===== config.mk =====
export PLATFORM = sky130hd
export DESIGN_NAME = lgd_div
export DESIGN_NICKNAME = d
export VERILOG_FILES = /design/src/lgd_pkg.sv /design/src/lgd_div.sv
export SDC_FILE = /design/constraint.sdc
export NUM_CORES = 1
export LEC_CHECK = 0
export BUFFER_PORTS_ARGS = -buffer_cell sky130_fd_sc_hd__buf_4
export CELL_PAD_IN_SITES_DETAIL_PLACEMENT = 0
export CELL_PAD_IN_SITES_GLOBAL_PLACEMENT = 1
export CORE_MARGIN = 4
export CORE_UTILIZATION = 44
export DETAILED_ROUTE_END_ITERATION = 8
export GPL_ROUTABILITY_DRIVEN = 0
export PLACE_DENSITY = 0.86
export SYNTH_ARGS = -nofsm -noshare
export SYNTH_HDL_FRONTEND = slang
export SYNTH_SLANG_ARGS = --single-unit

===== constraint.sdc =====
create_clock -name i_clk -period 3 [get_ports i_clk]
set_input_delay 0 -clock i_clk [delete_from_list [all_inputs] [get_ports i_clk]]
set_output_delay 0 -clock i_clk [all_outputs]
set_load 0.005 [all_outputs]

===== src/lgd_pkg.sv =====
package lgd_pkg;

    // fixed point and lattice
    localparam int FRAC_BITS = 16;
    localparam int PERIOD    = 10;
    localparam int DEPTH     = PERIOD * PERIOD * PERIOD;
    localparam int ADDR_W    = $clog2(DEPTH);
    localparam int CELL_W    = $clog2(PERIOD);

    // field widths
    localparam int IDX_W   = 10;
    localparam int GRAD_W  = 8;
    localparam int ENTRY_W = 3 * GRAD_W;
    localparam int PT_W    = 32;
    localparam int DIR_W   = 18;
    localparam int OUT_W   = 18;
    localparam int INT_W   = PT_W - FRAC_BITS;

    // configuration port
    localparam int CFG_W     = 24;
    localparam int CFG_IDX_W = 1;
    localparam logic [CFG_IDX_W-1:0] REG_POSITION_GAIN = 1'b0;
    localparam logic [CFG_IDX_W-1:0] REG_DISPLACE_GAIN = 1'b1;
    localparam logic [CFG_W-1:0] POSITION_GAIN_RST = CFG_W'(1 << FRAC_BITS);
    localparam logic [CFG_W-1:0] DISPLACE_GAIN_RST = CFG_W'(1 << FRAC_BITS);

    // item kinds
    localparam logic MODE_LOAD  = 1'b0;
    localparam logic MODE_QUERY = 1'b1;

    // modulo by the period through a reciprocal, exact for INT_W bit values
    localparam int RECIP_SH = 28;
    localparam longint RECIP = ((longint'(1) << RECIP_SH) + PERIOD - 1) / PERIOD;
    localparam int CELL_OFS = (PERIOD - ((1 << (INT_W - 1)) % PERIOD)) % PERIOD;

    // magnitude that the displaced vector is brought up to before normalising
    localparam int NORM_BIT = 29;

    // iterative units
    localparam int SQ_IN_W   = 64;
    localparam int SQ_OUT_W  = 32;
    localparam int DIV_NUM_W = 48;
    localparam int DIV_DEN_W = 32;
    localparam int DIV_Q_W   = 18;

    typedef enum logic [4:0] {
        ST_IDLE,
        ST_SCALE,
        ST_SAT,
        ST_CELL_Q,
        ST_CELL_R,
        ST_RD,
        ST_GRAD,
        ST_DSQ,
        ST_SQ_GO,
        ST_SQ_WAIT,
        ST_DIV_WAIT,
        ST_MUL,
        ST_ACC,
        ST_DISP,
        ST_RSUM,
        ST_ZCHK,
        ST_NORM,
        ST_SQR,
        ST_LEN_GO,
        ST_LEN_WAIT,
        ST_ODIV_WAIT,
        ST_EMIT
    } t_state;

endpackage


===== src/lgd_div.sv =====
module lgd_div (
    input  logic                               i_clk,
    input  logic                               i_rst_n,
    input  logic                               i_start,
    input  logic [lgd_pkg::DIV_NUM_W-1:0]      i_num,
    input  logic [lgd_pkg::DIV_DEN_W-1:0]      i_den,
    output logic                               o_busy,
    output logic [lgd_pkg::DIV_Q_W-1:0]        o_quot
);

    // the quotient is known to fit DIV_Q_W bits, so the top of the
    // numerator starts out below the divisor
    localparam int REM_W = lgd_pkg::DIV_DEN_W + 1;
    localparam int CNT_W = $clog2(lgd_pkg::DIV_Q_W);

    logic                              r_busy;
    logic [CNT_W-1:0]                  r_cnt;
    logic [REM_W-1:0]                  r_rem;
    logic [lgd_pkg::DIV_Q_W-1:0]       r_low;
    logic [lgd_pkg::DIV_DEN_W-1:0]     r_den;
    logic [lgd_pkg::DIV_Q_W-1:0]       r_quot;
    logic [REM_W-1:0]                  c_t;
    logic                              c_ge;

    always_comb begin
        c_t  = {r_rem[REM_W-2:0], r_low[lgd_pkg::DIV_Q_W-1]};
        c_ge = (c_t >= {1'b0, r_den});
    end

    always_ff @(posedge i_clk) begin
        if (!i_rst_n) begin
            r_busy <= 1'b0;
            r_cnt  <= '0;
        end else if (i_start) begin
            r_busy <= 1'b1;
            r_cnt  <= '0;
        end else if (r_busy) begin
            r_cnt <= r_cnt + CNT_W'(1);
            if (r_cnt == CNT_W'(lgd_pkg::DIV_Q_W - 1)) begin
                r_busy <= 1'b0;
            end
        end
    end

    always_ff @(posedge i_clk) begin
        if (i_start) begin
            r_rem  <= REM_W'(i_num[lgd_pkg::DIV_NUM_W-1:lgd_pkg::DIV_Q_W]);
            r_low  <= i_num[lgd_pkg::DIV_Q_W-1:0];
            r_den  <= i_den;
            r_quot <= '0;
        end else if (r_busy) begin
            r_rem  <= c_ge ? (c_t - {1'b0, r_den}) : c_t;
            r_low  <= {r_low[lgd_pkg::DIV_Q_W-2:0], 1'b0};
            r_quot <= {r_quot[lgd_pkg::DIV_Q_W-2:0], c_ge};
        end
    end

    assign o_busy = r_busy;
    assign o_quot = r_quot;

endmodule


==> results.txt <==
Run status -> finished, violations left
Violated checks -> negative hold slack
Period utilization -> 94.9%
Fin crit period -> 2850 ps
Area contributors post-synth -> edfxtp_1, dfxtp_1, ha_1
Initial antenna violation count -> 0
Iteration-0 DRC Markers -> 295
Max-cap viol count -> 0
Antenna viol nets, final -> 0
Most frequent cells in the layout -> buf_4, edfxtp_1, dlygate4sd3_1
Post-synth net total -> 743
Pwr/cell area -> 613 mW/mm^2
Filler Cell Count -> 1132
Syn Area/Cell -> 10.1 um^2
Placed inst area -> 0.00739 mm^2
Clock latency on the worst-skew pair -> 360 ps
Async SR Flop Fraction -> 0%
CTS clk-pin slew, worst paths -> 80 ps
Vias per cell -> 5.33
Slew Viols, Final -> 0
Post-synthesis cell type count -> 72
Top-area cell type share of the netlist area -> 38.1%
Req. time, crit path -> 3250 ps
CP arrival -> 3100 ps
Hold crit path type -> primary input to flop
Fmax -> 351 MHz
Sequential-to-total area share from yosys stat -> 46.3%
Crit path capture -> r_rem[30]
R2R setup slack -> 150 ps
Die width -> 128 um
Reg2reg path depth -> 12
Crit path max fanout -> 6
RSZ-0062 raised after global routing -> false
Most common cell after layout, fill and taps aside -> buf_4
PortBufs -> 101
Total grt overflow -> 0
TritonCTS clock tree -> built
Synth Flop Type -> edfxtp_1
Syn. warnings -> 0
Final instance area -> 0.00852 mm^2
Core Box Area -> 0.0139 mm^2
Hold Slack -> -0.586 ps
CTS Buf Count -> 9
Clk buf depth -> 2
Ant. Diodes -> 0
# IOs -> 102
Multi-input logic area -> 0.00315 mm^2
Worst vdd ir -> 336 uV
Initial Util -> 45.3%
Worst flop-to-flop path startpoint -> r_low[17]
# rows -> 43
Cells after Synth -> 625
Routed wire length -> 15800 um
Post-synthesis register bit count -> 106
Sequential Area -> 0.00292 mm^2
Endpoints failing hold -> 1
Clock Tree Root -> clkbuf_16
Sink Count -> 106
Crit Path Category -> flop to flop
Finish-stage setup viols -> 0
Fraction of layout cells with a size suffix above 1 -> 24.0%
Synth area leader -> edfxtp_1
Util after Layout -> 61.1%
Worst-margin pin slew -> 536 ps
Die H -> 128 um
Final Skew -> 13.7 ps
All-layer global routing usage -> 19.9%
CP Launch Point -> r_low[17]
Htree depth -> 3
Startpoint Class -> flop
TNS Setup -> 0 ps
Nets -> 928
Slew Limit Headroom -> 64.3%
DIE AREA -> 0.0163 mm^2
Pin count of the biggest net entering global routing -> 59
Wire length of the first global-routing pass -> 26200 um
1st-pass router iterations -> 4
WL/cell -> 15.9 um
Synth Cell Area -> 0.00631 mm^2
Via Count -> 5307
Post-synth EDFFs -> 80
Drc violations -> 0
DP HPWL -> 10900 um
Number of global-route vias before repair -> 5552
Syn-to-layout area delta -> 35.1%
Hold-critical path depth -> 3
Leak pwr -> 3.58 nW
Crit end category -> flop
Crit Reg-Reg Endpoint -> r_rem[30]
==> Yosys cell counts, types with 8 or more instances <==
library cell / instances
edfxtp_1: 80
a21o_1: 15
clkbuf_1: 11
nand2_1: 57
or3_1: 8
a21oi_1: 33
nand4_1: 13
nand3_1: 11
inv_1: 47
xor2_1: 11
nor2_1: 63
nor3_1: 8
dfxtp_1: 26
ha_1: 34
mux2i_1: 21
mux2_2: 18
o21ai_0: 23
a31oi_1: 18
xnor2_1: 10
==> final cells by class <==
cell class	count	share of cell area [%]
Timing Repair Buffer	199	20.4
Multi-Input combinational cell	446	37.0
Clock inverter	6	0.764
Sequential cell	106	34.3
Clock buffer	10	2.80
Inverter	48	2.11
Tap cell	180	2.64
==> per-layer routing <==
layer	track usage, %	part of all wire [%]	routed length (um)
met1	24.6	44	7010
met2	34.8	49	7820
met3	4.92	4.9	775
met4	5.18	1.4	224
met5	0	0	0
==> worst min-delay path by stage <==
stage	startpoint	to	slack [ps]
2_1_floorplan	i_den[0]	r_den[0]	100
3_3_place_gp	i_den[25]	r_den[25]	180
4_1_cts	i_num[24]	r_rem[6]	2
6_report	i_num[24]	r_rem[6]	-0.6
3_5_place_dp	i_den[13]	r_den[13]	180
5_1_grt	i_num[29]	r_rem[11]	20
==> cell families (layout without fill, tap and decap cells) <==
group / after synthesis / after routing / share of synthesized area [%]
AO/OA/AOI/OAI: 156 / 156 / 17.4
AND/OR/NAND/NOR: 194 / 194 / 14.6
flip-flops: 106 / 106 / 46.3
multiplexers: 40 / 40 / 6.79
adder cells (fa/ha/maj): 35 / 35 / 7.06
buffers and inverters: 73 / 263 / 4.84
XOR/XNOR: 21 / 21 / 2.92
==> metrics by stage <==
stage	cells	setup slack, ps	total power, W
finish	995	152	0.00522
global route	995	9.82	0.00556
CTS	994	49.8	0.00519
detailed placement	903	81.9	0.00389
global placement	903	130	0.00386
floorplan	625	397	0.00332
==> what timing repair did <==
item                                    in CTS  in global routing
endpoints found under the setup margin       0                 21
hold endpoints to repair                    78                  0
setup buffers                                0                  1
hold buffers                                75                  0
gates resized for setup                      0                 19
==> report_power, final <==
part	internal [W]	switching [W]	total [W]	leakage (nW)
registers	0.00179	0.0000840	0.00187	1.00
clock network	0.000613	0.000596	0.00121	0.150
logic	0.000972	0.00117	0.00214	2.43
total	0.00337	0.00185	0.00522	3.58
==> worst max-delay path, stage by stage, from the launching register on <==
cell and delay [ps]:
edfxtp_1 360, inv_1 80, ha_1 160, inv_1 50, fa_1 410, a21oi_2 190
nor3b_1 90, o211a_1 300, o21a_1 270, o211ai_1 310, a311o_1 230, o22ai_1 60
a31o_1 220
==> state kept, by name, indices dropped and copies added (netlist names) <==
name	cells
r_den	32
o_busy	1
r_rem	32
r_cnt	5
o_quot	18
r_low	18
Power figures use the tool's default switching activity.
