### src/lgd_pkg.sv
package lgd_pkg;

    // fixed point and lattice
    localparam int FRAC_BITS = 16;
    localparam int PERIOD    = 10;
    localparam int DEPTH     = PERIOD * PERIOD * PERIOD;
    localparam int ADDR_W    = $clog2(DEPTH);
    localparam int CELL_W    = $clog2(PERIOD);

    // field widths
    localparam int IDX_W   = 10;
    localparam int GRAD_W  = 8;
    localparam int ENTRY_W = 3 * GRAD_W;
    localparam int PT_W    = 32;
    localparam int DIR_W   = 18;
    localparam int OUT_W   = 18;
    localparam int INT_W   = PT_W - FRAC_BITS;

    // configuration port
    localparam int CFG_W     = 24;
    localparam int CFG_IDX_W = 1;
    localparam logic [CFG_IDX_W-1:0] REG_POSITION_GAIN = 1'b0;
    localparam logic [CFG_IDX_W-1:0] REG_DISPLACE_GAIN = 1'b1;
    localparam logic [CFG_W-1:0] POSITION_GAIN_RST = CFG_W'(1 << FRAC_BITS);
    localparam logic [CFG_W-1:0] DISPLACE_GAIN_RST = CFG_W'(1 << FRAC_BITS);

    // item kinds
    localparam logic MODE_LOAD  = 1'b0;
    localparam logic MODE_QUERY = 1'b1;

    // modulo by the period through a reciprocal, exact for INT_W bit values
    localparam int RECIP_SH = 28;
    localparam longint RECIP = ((longint'(1) << RECIP_SH) + PERIOD - 1) / PERIOD;
    localparam int CELL_OFS = (PERIOD - ((1 << (INT_W - 1)) % PERIOD)) % PERIOD;

    // magnitude that the displaced vector is brought up to before normalising
    localparam int NORM_BIT = 29;

    // iterative units
    localparam int SQ_IN_W   = 64;
    localparam int SQ_OUT_W  = 32;
    localparam int DIV_NUM_W = 48;
    localparam int DIV_DEN_W = 32;
    localparam int DIV_Q_W   = 18;

    typedef enum logic [4:0] {
        ST_IDLE,
        ST_SCALE,
        ST_SAT,
        ST_CELL_Q,
        ST_CELL_R,
        ST_RD,
        ST_GRAD,
        ST_DSQ,
        ST_SQ_GO,
        ST_SQ_WAIT,
        ST_DIV_WAIT,
        ST_MUL,
        ST_ACC,
        ST_DISP,
        ST_RSUM,
        ST_ZCHK,
        ST_NORM,
        ST_SQR,
        ST_LEN_GO,
        ST_LEN_WAIT,
        ST_ODIV_WAIT,
        ST_EMIT
    } t_state;

endpackage

### src/lgd_sqrt.sv
module lgd_sqrt (
    input  logic                               i_clk,
    input  logic                               i_rst_n,
    input  logic                               i_start,
    input  logic [lgd_pkg::SQ_IN_W-1:0]        i_radicand,
    output logic                               o_busy,
    output logic [lgd_pkg::SQ_OUT_W-1:0]       o_root
);

    localparam int REM_W = lgd_pkg::SQ_OUT_W + 4;
    localparam int CNT_W = $clog2(lgd_pkg::SQ_OUT_W);

    logic                              r_busy;
    logic [CNT_W-1:0]                  r_cnt;
    logic [lgd_pkg::SQ_IN_W-1:0]       r_val;
    logic [REM_W-1:0]                  r_rem;
    logic [lgd_pkg::SQ_OUT_W-1:0]      r_root;
    logic [REM_W-1:0]                  c_rem_t;
    logic [REM_W-1:0]                  c_trial;
    logic                              c_ge;

    // one result bit per cycle, two radicand bits shifted in
    always_comb begin
        c_rem_t = {r_rem[REM_W-3:0], r_val[lgd_pkg::SQ_IN_W-1 -: 2]};
        c_trial = {2'b00, r_root, 2'b01};
        c_ge    = (c_rem_t >= c_trial);
    end

    always_ff @(posedge i_clk) begin
        if (!i_rst_n) begin
            r_busy <= 1'b0;
            r_cnt  <= '0;
        end else if (i_start) begin
            r_busy <= 1'b1;
            r_cnt  <= '0;
        end else if (r_busy) begin
            r_cnt <= r_cnt + CNT_W'(1);
            if (r_cnt == CNT_W'(lgd_pkg::SQ_OUT_W - 1)) begin
                r_busy <= 1'b0;
            end
        end
    end

    always_ff @(posedge i_clk) begin
        if (i_start) begin
            r_val  <= i_radicand;
            r_rem  <= '0;
            r_root <= '0;
        end else if (r_busy) begin
            r_val  <= {r_val[lgd_pkg::SQ_IN_W-3:0], 2'b00};
            r_rem  <= c_ge ? (c_rem_t - c_trial) : c_rem_t;
            r_root <= {r_root[lgd_pkg::SQ_OUT_W-2:0], c_ge};
        end
    end

    assign o_busy = r_busy;
    assign o_root = r_root;

endmodule

### config.mk
export PLATFORM = sky130hd
export DESIGN_NAME = lgd_sqrt
export DESIGN_NICKNAME = d
export VERILOG_FILES = /design/src/lgd_pkg.sv /design/src/lgd_sqrt.sv
export SDC_FILE = /design/constraint.sdc
export NUM_CORES = 1
export LEC_CHECK = 0
export BUFFER_PORTS_ARGS = -buffer_cell sky130_fd_sc_hd__buf_2
export CORE_MARGIN = 3
export CORE_UTILIZATION = 63
export CTS_CLUSTER_DIAMETER = 100
export DETAILED_ROUTE_END_ITERATION = 12
export PLACE_DENSITY = 0.86
export SKIP_LAST_GASP = 1
export SYNTH_ARGS = -nofsm -noshare
export SYNTH_HDL_FRONTEND = slang
export SYNTH_SLANG_ARGS = --single-unit
### constraint.sdc
create_clock -name i_clk -period 6.7 [get_ports i_clk]
set_input_delay 1.005 -clock i_clk [delete_from_list [all_inputs] [get_ports i_clk]]
set_output_delay 1.005 -clock i_clk [all_outputs]
set_load 0.01 [all_outputs]
==> impl_metrics.ini, run 1 <==
[power]
cellInternalPower_mw = 2.24
p_comb_frac = 0.466
leakage_nw = 3.56
pwr_density_cell_nw_per_um2 = 433
worst_ir_drop_vdd_mv = 0.263
pwr-share-clk = 0.251
switching_fraction_of_total_power = 0.406
pwr-share-seq = 0.283
total_switching_power_mw = 1.53

[cells_and_area]
final_cell_area_um2 = 8700
final_cells = 993
multiInputGateArea_um2 = 3850
antenna_cells_inserted = 0
num-fill-cells = 779
layout_cell_share_with_drive_strength_beyond_1 = 0.242
seq_area_um2 = 3370
final_nets = 940
layout-area-overhead-vs-synth_pct = 14.8

[timing]
max_freq_ghz = 0.275
setup_viol = 0
slew_headroom = 0.344
fin_worst_skew_ns = 0.00940
drv_slew = 0
fin_setup_tns_ns = 0
hold_viol = 0
grt_setup_unrepaired = false
period_needed_ns = 3.63
worst_slew_pin_slew_ns = 0.980
period_utilisation_layout = 0.542

[global_route]
grt_overflow = 0
gr-usage-all-layers = 0.258
grt_antenna_before_repair = 0
grt_start_max_net_pins = 76
grt_pass1_vias = 6029
wire_length_of_the_first_global_routing_pass_um = 27700

[hold_path]
hp-class = reg2reg
hold_path.startpoint = r_rem[33]

[floorplan]
floorplan.die.width_um = 116
placementRows = 39
fp.dieArea_um2 = 13400
floorplan.initialDensity = 0.655
core_area_um2 = 11600
die-height_um = 116
io_pins = 100

[place]
placedInstanceArea_um2 = 8110
placed_cells_incl_taps = 961
numPortBuffers = 99
dp_hpwl_um = 11500
finalWeightedCongestion = 0.934

[clock_tree]
worst_setup_hold_path_clk_slew_ns = 0.06
tritoncts = yes
hold_buffer_count_at_cts = 0
post_cts_buffers = 0
clk_root_buffer_cell = sky130_fd_sc_hd__clkbuf_16
insertion_delay_ns = 0.42
max-clock-path-buffers = 2
numCtsBuffers = 17
cts_resized = 0
cts_htree_levels = 4
clock_sink_count = 136

[worst_setup_path]
worstPathRequired_ns = 7.01
crit_arrival_ns = 3.94
end_kind = flip-flop
criticalPathCategory = reg2reg
worstPathMaxFanout = 19
crit_chain = inv_1 > ha_1 > a21o_1 > a41o_1 > a211oi_2 > a31oi_4 > nor3_2 > nand2b_1 > buf_4 > nand2_1 > a311oi_1
critical-path-slowest-cell = sky130_fd_sc_hd__nand2b_1
crit_start = o_root[9]
timing.critical_path.slowest_cell_delay_ns = 0.64
critPathLaunchType = flip-flop
reg2reg_from = o_root[9]

[synth]
synth_top_family_by_area = compound AO/OA/AOI/OAI gates
synth_xor_area_frac = 0.0277
synth.avg_cell_area_um2 = 10.0
netlist-cell-type-count = 60
synth-edff-count = 64
post-synth-top-count-cell = sky130_fd_sc_hd__nor2_1
synth.ff_latch_count = 136
ys_top_cells_by_area = sky130_fd_sc_hd__edfxtp_1, sky130_fd_sc_hd__dfxtp_1, sky130_fd_sc_hd__mux2_2
synth.yosys.warnings = 0
synth_simple_gate_area_share = 0.135
area_share_of_the_leading_cell_type_in_the_synthesized_netlist = 0.254
synthAdderAreaFrac = 0.0594
synth_compound_gate_area_share = 0.146
most_used_dff_post_synth = sky130_fd_sc_hd__dfxtp_1
muxShareOfSynthArea = 0.140
synth_cells = 758
synthesis.nets = 861
synthesis.area_um2 = 7580
synth.cells.most_frequent = sky130_fd_sc_hd__nor2_1, sky130_fd_sc_hd__dfxtp_1, sky130_fd_sc_hd__edfxtp_1, sky130_fd_sc_hd__mux2_2, sky130_fd_sc_hd__nand2_1
ys_async_sr_fraction = 0
synth.largest_area_cell = sky130_fd_sc_hd__edfxtp_1
synth_sequential_area_ratio = 0.444

[detailed_routing]
drt-pass1-iter-count = 5
first_iter_violations = 497
avgRoutedWirePerCell_um = 17.0
met1_length_um = 6870
wirelength_um = 16900
met2RoutedLength_um = 8650
dr_wl_met3_um = 1030
drt_drc_violations_left = 0
vias_per_cell = 6.16
dr.max_layer_used = met4
route.vias.total = 6113
postRouteAntennaNets = 0

[run_status]
run_status = finished, final reports clean

[flow_run]
max_cap_viols = 0
==> final timing paths <==
path / endpoint / slack [ns] / depth (start not counted)
worst max-delay path: r_rem[7] / 3.07 / 11
worst min register to register: r_rem[33] / 0.49 / 2
worst min-delay path: r_rem[33] / 0.49 / 2
worst max register to register: r_rem[7] / 3.07 / 11
==> layer usage <==
metal | track usage | vias up
met5 | 0 | -
met4 | 0.0913 | 0
met3 | 0.0747 | 40
met2 | 0.447 | 215
met1 | 0.306 | 2922
li1 | - | 2936
==> critical path: cells and delay by family, from the launching register on <==
family	cells	cell delay, ns
buffers and inverters	2	0.43
adders and majority gates	1	0.38
DFF	1	0.36
and+or+nand+nor	3	1.03
AOI/OAI and AO/OA	5	1.34
==> flip-flops by register name, indices dropped and copies added, names as in the netlist <==
| name | count |
|---|---|
| r_val | 64 |
| r_rem | 34 |
| o_root | 32 |
| r_cnt | 5 |
| o_busy | 1 |
==> cell families (layout without fill, tap and decap cells) <==
| family | Yosys count | in the layout |
|---|---|---|
| AND/OR/NAND/NOR | 219 | 219 |
| AO/OA/AOI/OAI | 155 | 155 |
| flip-flops | 136 | 136 |
| multiplexers | 98 | 98 |
| buffers and inverters | 90 | 182 |
| adder cells (fa/ha/maj) | 36 | 36 |
| XOR/XNOR | 24 | 24 |
==> power by group through the flow <==
stage	combinational, mW	clock, mW	sequential, mW
floorplan	1.40	0	1.05
global placement	1.65	0	1.07
detailed placement	1.70	0	1.08
CTS	1.73	0.956	1.06
global route	1.92	0.994	1.08
finish	1.76	0.943	1.07
==> metrics by stage <==
stage	utilization	hold slack, ns	setup slack [ns]	power (mW)
floorplan	-	0.423	3.22	2.46
global placement	0.701	0.437	3.31	2.72
detailed placement	0.701	0.475	3.13	2.78
CTS	0.752	0.490	3.07	3.75
global route	0.752	0.513	2.78	3.99
finish	0.752	0.489	3.07	3.76
==> cell type report <==
class / instances / area share
clock inverter: 14 / 0.0190
multi-input combinational: 532 / 0.443
tap: 143 / 0.0206
clock buffer: 18 / 0.0493
inverter: 46 / 0.0198
timing repair buffer: 104 / 0.0615
sequential: 136 / 0.387
==> layout by cell type (no fill, tap or decap), types with 4 or more instances in the layout <==
master / count
sky130_fd_sc_hd__buf_2: 98
sky130_fd_sc_hd__nor2_1: 80
sky130_fd_sc_hd__dfxtp_1: 71
sky130_fd_sc_hd__edfxtp_1: 64
sky130_fd_sc_hd__mux2_2: 63
sky130_fd_sc_hd__nand2_1: 57
sky130_fd_sc_hd__inv_1: 45
sky130_fd_sc_hd__ha_1: 36
sky130_fd_sc_hd__mux2i_1: 35
sky130_fd_sc_hd__a21oi_1: 33
sky130_fd_sc_hd__a311oi_1: 23
sky130_fd_sc_hd__o21ai_0: 17
sky130_fd_sc_hd__clkbuf_16: 17
sky130_fd_sc_hd__nand3_1: 15
sky130_fd_sc_hd__a21o_1: 15
sky130_fd_sc_hd__xnor2_1: 15
sky130_fd_sc_hd__nand2b_1: 10
sky130_fd_sc_hd__nand4_1: 10
sky130_fd_sc_hd__xor2_1: 9
sky130_fd_sc_hd__nor3_1: 9
sky130_fd_sc_hd__o21a_1: 8
sky130_fd_sc_hd__or3_1: 8
sky130_fd_sc_hd__a211oi_1: 7
sky130_fd_sc_hd__and3_1: 6
sky130_fd_sc_hd__a31oi_1: 6
sky130_fd_sc_hd__nor2b_1: 6
sky130_fd_sc_hd__buf_4: 6
sky130_fd_sc_hd__nand4b_1: 5
sky130_fd_sc_hd__o311ai_0: 5
sky130_fd_sc_hd__o221ai_1: 4
sky130_fd_sc_hd__o211ai_1: 4
sky130_fd_sc_hd__o2111ai_1: 4
sky130_fd_sc_hd__o21bai_1: 4
sky130_fd_sc_hd__clkinvlp_4: 4
Power figures use the tool's default switching activity.
==> run 2: changes to the inputs <==
ABC_AREA = 1   (was not set)
CORE_UTILIZATION = 53   (was 63)
PLACE_DENSITY = 0.77   (was 0.86)
clock period = 3.1 ns   (was 6.7 ns; I/O delays follow)
==> impl_metrics.ini, run 2 <==
[run_status]
run_status = finished, final reports clean

[worst_setup_path]
worst_path_most_repeated_cell = sky130_fd_sc_hd__nand2_1
end_kind = flip-flop
crit_chain = inv_1 > ha_1 > nand2_1 > nor2_2 > nand2_1 > nor2_4 > nand3_2 > nand4_4 > buf_4 > nand3_1 > nand3_1 > nand2_1
worstPathMaxFanout = 16
worstPathRequired_ns = 3.42
criticalPathCategory = reg2reg
critPathLaunchType = flip-flop
timing.critical_path.slowest_cell_delay_ns = 0.37
critical-path-slowest-cell = sky130_fd_sc_hd__ha_1
crit_arrival_ns = 2.80

[cells_and_area]
regMostFlops = r_val
final_nets = 1342
antenna_cells_inserted = 0
layout_cell_share_with_drive_strength_beyond_1 = 0.145
layout_common_cells = sky130_fd_sc_hd__nand2_1, sky130_fd_sc_hd__inv_1, sky130_fd_sc_hd__buf_2
most_common_library_cell_in_the_layout_ignoring_fill_and_taps = sky130_fd_sc_hd__nand2_1
largest_register_ff_count = 64
layout-area-overhead-vs-synth_pct = 15.4

[detailed_routing]
drt-pass1-iter-count = 5
avgRoutedWirePerCell_um = 14.5
postRouteAntennaNets = 0
first_iter_violations = 452
route.vias.total = 7515
drt_drc_violations_left = 0
vias_per_cell = 5.23
wirelength_um = 20800

[timing]
fin_worst_skew_ns = 0.0131
setup_viol = 0
max_freq_ghz = 0.403
fin_setup_tns_ns = 0
grt_setup_unrepaired = false
worst_slew_pin_slew_ns = 0.966
drv_slew = 0
hold_viol = 0
period_utilisation_layout = 0.800
period_needed_ns = 2.48
slew_headroom = 0.355

[power]
leakage_nw = 4.92
pwr-share-clk = 0.236
p_comb_frac = 0.517
pwr_density_cell_nw_per_um2 = 948
cellInternalPower_mw = 4.89
pwr-share-seq = 0.247
design_power_total_mw = 8.93
switching_fraction_of_total_power = 0.452
worst_ir_drop_vdd_mv = 0.565
total_switching_power_mw = 4.04

[clock_tree]
worst_setup_hold_path_clk_slew_ns = 0.06
max-clock-path-buffers = 2
clk_root_buffer_cell = sky130_fd_sc_hd__clkbuf_16
post_cts_buffers = 0
clock_sink_count = 136
cts_htree_levels = 4
cts_resized = 0
tritoncts = yes
hold_buffer_count_at_cts = 0
numCtsBuffers = 17
insertion_delay_ns = 0.43

[global_route]
gr-usage-all-layers = 0.258
grt_start_max_net_pins = 64
grt_overflow = 0
grt_antenna_before_repair = 0
wire_length_of_the_first_global_routing_pass_um = 34800
grt_pass1_vias = 7376

[synth]
post-synth-top-count-cell = sky130_fd_sc_hd__nand2_1
synth.cells.most_frequent = sky130_fd_sc_hd__nand2_1, sky130_fd_sc_hd__inv_1, sky130_fd_sc_hd__dfxtp_1, sky130_fd_sc_hd__edfxtp_1, sky130_fd_sc_hd__nor2_1
ys_async_sr_fraction = 0
area_share_of_the_leading_cell_type_in_the_synthesized_netlist = 0.236
synth-edff-count = 64
netlist-cell-type-count = 42
synth_sequential_area_ratio = 0.412
synth.ff_latch_count = 136
synth.avg_cell_area_um2 = 7.14
synth.largest_area_cell = sky130_fd_sc_hd__edfxtp_1
synthesis.nets = 1246
synthesis.area_um2 = 8160
most_used_dff_post_synth = sky130_fd_sc_hd__dfxtp_1
ys_top_cells_by_area = sky130_fd_sc_hd__edfxtp_1, sky130_fd_sc_hd__nand2_1, sky130_fd_sc_hd__dfxtp_1
synth_cells = 1143
synth.yosys.warnings = 0

[floorplan]
floorplan.die.width_um = 130
core_area_um2 = 14800
floorplan.initialDensity = 0.551
placementRows = 44
io_pins = 100
die-height_um = 130
fp.dieArea_um2 = 16900

[hold_path]
hp-class = in2reg

[place]
numPortBuffers = 99
dp_hpwl_um = 15400
finalWeightedCongestion = 0.963

[flow_run]
max_cap_viols = 0
run 2: cell types whose count changed after synthesis, sizes merged, moves of 28 or more:
cell / delta
inv: +87
mux2: -63
mux2i: -35
nand2: +460
nand3: +59
o22ai: +28
run 2: per-stage QoR:
stage	instances	cell area, um^2	util	hold slack (ns)	worst slack (ns)
after floorplan	1143	8160	-	0.427	0.921
after detailed placement	1404	8820	0.595	0.448	0.645
final	1436	9420	0.636	0.286	0.620
after global routing	1436	9420	0.636	0.298	0.398
after CTS	1436	9420	0.636	0.276	0.648
after global placement	1404	8820	0.595	0.443	0.678
run 2: per-layer routing:
layer	GRT usage	share of wire	vias to the layer above
li1	-	-	3837
met1	0.323	0.44	3397
met2	0.434	0.47	238
met3	0.0663	0.064	43
met4	0.0899	0.026	0
met5	0	0	-
run 2: final timing paths:
check | start | end | slack, ns | cells past startpoint
max reg2reg | o_root[18] | r_rem[22] | 0.62 | 12
min reg2reg | r_rem[32] | r_rem[32] | 0.46 | 2
min | i_rst_n | o_busy | 0.29 | 3
max | o_root[18] | r_rem[22] | 0.62 | 12
run 2: logic make-up (layout without fill, tap and decap cells):
kind of cell	after synthesis	after routing	synth area share
AND/OR/NAND/NOR	694	694	0.360
buffers and inverters	166	275	0.0830
flip-flops	136	136	0.412
AO/OA/AOI/OAI	94	94	0.0712
adder cells (fa/ha/maj)	36	36	0.0552
XOR/XNOR	17	17	0.0183
run 2: layout make-up:
type	instances	area, um^2
Clock buffer	18	429
Clock inverter	14	173
Fill cell	1340	5390
Inverter	134	504
Multi-Input combinational cell	841	4120
Sequential cell	136	3360
Tap cell	184	230
Timing Repair Buffer	109	596
run 2: power groups by stage:
stage / combinational (mW) / clock [mW] / sequential [mW]
6_report: 4.62 / 2.11 / 2.20
5_1_grt: 5.19 / 2.21 / 2.22
4_1_cts: 4.58 / 2.13 / 2.20
3_5_place_dp: 4.55 / 0 / 2.24
3_3_place_gp: 4.51 / 0 / 2.23
2_1_floorplan: 3.54 / 0 / 2.21
run 2: critical path, delay by kind of cell (launching register included):
| kind | cells | cell delay [ns] |
|---|---|---|
| simple gates | 9 | 1.31 |
| fa+ha+maj | 1 | 0.37 |
| buf+inv | 2 | 0.36 |
| flops | 1 | 0.32 |
==> run 3: changes to the inputs <==
clock period = 2.18 ns   (was 3.1 ns; I/O delays follow)
==> impl_metrics.ini, run 3 (synthesis gave the netlist of run 2 again) <==
[floorplan]
floorplan.die.width_um = 130
die-height_um = 130
placementRows = 44
io_pins = 100
core_area_um2 = 14800
fp.dieArea_um2 = 16900
floorplan.initialDensity = 0.551

[timing]
grt_setup_unrepaired = true
period_utilisation_layout = 1.00
setup_ws_ns = -0.00525
setup_viol = 1
max_freq_ghz = 0.458
worst_slew_pin_slew_ns = 0.416
period_needed_ns = 2.19
fin_worst_skew_ns = 0.0125
hold_ws_ns = 0.148
slew_headroom = 0.723
drv_slew = 0
hold_viol = 0

[cells_and_area]
layout_cell_share_with_drive_strength_beyond_1 = 0.280
layout-area-overhead-vs-synth_pct = 30.8
seq_area_um2 = 3380
final_nets = 1403
regMostFlops = r_val
num-fill-cells = 1174
largest_register_ff_count = 64
layout_common_cells = sky130_fd_sc_hd__nand2_1, sky130_fd_sc_hd__inv_1, sky130_fd_sc_hd__buf_2
antenna_cells_inserted = 0
multiInputGateArea_um2 = 4800
most_common_library_cell_in_the_layout_ignoring_fill_and_taps = sky130_fd_sc_hd__nand2_1

[clock_tree]
clock_sink_count = 136
worst_setup_hold_path_clk_slew_ns = 0.06
cts_htree_levels = 4
max-clock-path-buffers = 2
insertion_delay_ns = 0.43
clk_root_buffer_cell = sky130_fd_sc_hd__clkbuf_16
tritoncts = yes
numCtsBuffers = 17

[place]
dp_slack_ns = -0.0588
dp_hpwl_um = 16000
finalWeightedCongestion = 1.01
numPortBuffers = 99

[worst_setup_path]
crit_path_end = r_rem[27]
critPathLaunchType = flip-flop
crit_arrival_ns = 2.52
ff2ff_setup_slack_ns = -0.005
criticalPathCategory = reg2reg
worstRegToRegCells = 14
worstReg2RegEnd = r_rem[27]
end_kind = flip-flop
worstPathMaxFanout = 4
reg2reg_from = o_root[1]
worstPathRequired_ns = 2.51
crit_start = o_root[1]

[global_route]
grt_antenna_before_repair = 0
gr-usage-all-layers = 0.264
grt_overflow = 0
grt_pass1_vias = 7665
wire_length_of_the_first_global_routing_pass_um = 35500
grt_start_max_net_pins = 41

[detailed_routing]
route.vias.total = 8075
drt_drc_violations_left = 0
postRouteAntennaNets = 0
avgRoutedWirePerCell_um = 15.4
drt-pass1-iter-count = 8
wirelength_um = 23000
first_iter_violations = 632
vias_per_cell = 5.39

[hold_path]
hp-class = in2reg

[power]
worst_ir_drop_vdd_mv = 0.830
leakage_nw = 5.34
pwr_density_cell_nw_per_um2 = 1390

[run_status]
violations = setup timing
run_status = finished, violations left

[flow_run]
max_cap_viols = 0
run 3: cell count changes in the layout (fill, tap and decap cells not counted), moves of 5 or more:
cell | before | now
sky130_fd_sc_hd__buf_6 | 0 | 5
sky130_fd_sc_hd__dfxtp_1 | 72 | 55
sky130_fd_sc_hd__ha_4 | 0 | 30
sky130_fd_sc_hd__inv_1 | 130 | 105
sky130_fd_sc_hd__a21oi_4 | 0 | 5
sky130_fd_sc_hd__dfxtp_2 | 0 | 17
sky130_fd_sc_hd__a21oi_1 | 28 | 19
sky130_fd_sc_hd__nand2_4 | 0 | 7
sky130_fd_sc_hd__nand2_1 | 512 | 484
sky130_fd_sc_hd__ha_1 | 36 | 4
sky130_fd_sc_hd__nand2_2 | 5 | 26
sky130_fd_sc_hd__buf_4 | 8 | 56
sky130_fd_sc_hd__inv_2 | 2 | 26
run 3: power by group:
group,leakage (nW),switching [mW],total [mW],internal [mW]
clock,0.297,1.26,2.99,1.73
combinational,3.79,5.13,8.61,3.47
sequential,1.25,0.208,3.18,2.98
total,5.34,6.60,14.8,8.18
run 3: how the worst min path moves through the flow:
| stage | from | to | depth (start not counted) |
|---|---|---|---|
| after floorplan | r_rem[33] | r_rem[33] | 2 |
| after global placement | r_rem[32] | r_rem[32] | 2 |
| after detailed placement | r_rem[32] | r_rem[32] | 2 |
| after CTS | i_radicand[0] | r_val[0] | 3 |
| after global routing | i_radicand[0] | r_val[0] | 3 |
| final | i_radicand[0] | r_val[0] | 3 |
run 3: layout make-up:
| class | count | area share |
|---|---|---|
| Multi-Input combinational cell | 842 | 0.450 |
| Sequential cell | 136 | 0.317 |
| Timing Repair Buffer | 169 | 0.108 |
| Inverter | 134 | 0.0475 |
| Clock buffer | 17 | 0.0399 |
| Tap cell | 184 | 0.0216 |
| Clock inverter | 15 | 0.0168 |
run 3: metrics by stage:
stage	std cells	TNS [ns]	utilization	instance area [um^2]	total power [mW]
floorplan	1143	0	-	8160	8.18
global placement	1449	-0.00288	0.621	9200	10.1
detailed placement	1449	-0.0777	0.621	9200	10.2
CTS	1481	0	0.663	9820	13.2
global route	1497	-0.840	0.720	10700	15.8
finish	1497	-0.00525	0.720	10700	14.8
run 3: layer usage:
layer  GRT usage  wire, um
met5           0         0
met4       0.103       613
met3      0.0622      1350
met2       0.450     11500
met1       0.324      9570
run 3: worst max-delay path, stage by stage, from the launching register on:
cell and delay (ns):
sky130_fd_sc_hd__dfxtp_1 0.32, sky130_fd_sc_hd__inv_1 0.09, sky130_fd_sc_hd__ha_4 0.30, sky130_fd_sc_hd__buf_4 0.13, sky130_fd_sc_hd__nand2_2 0.07, sky130_fd_sc_hd__nor2_1 0.22
sky130_fd_sc_hd__nand2_1 0.12, sky130_fd_sc_hd__nand2_1 0.19, sky130_fd_sc_hd__nand2_1 0.07, sky130_fd_sc_hd__nand2_1 0.14, sky130_fd_sc_hd__nand2_1 0.14, sky130_fd_sc_hd__nand3_1 0.11
sky130_fd_sc_hd__nand3_1 0.09, sky130_fd_sc_hd__nand2_1 0.06, sky130_fd_sc_hd__nand2_1 0.04
run 3: timing repair:
item | 4_1_cts | 5_1_grt
pin swaps | 0 | 23
gates resized for setup | 4 | 149
hold buffers | 0 | 0
setup endpoints to repair | 11 | 35
gates cloned | 0 | 5
setup buffers | 0 | 11
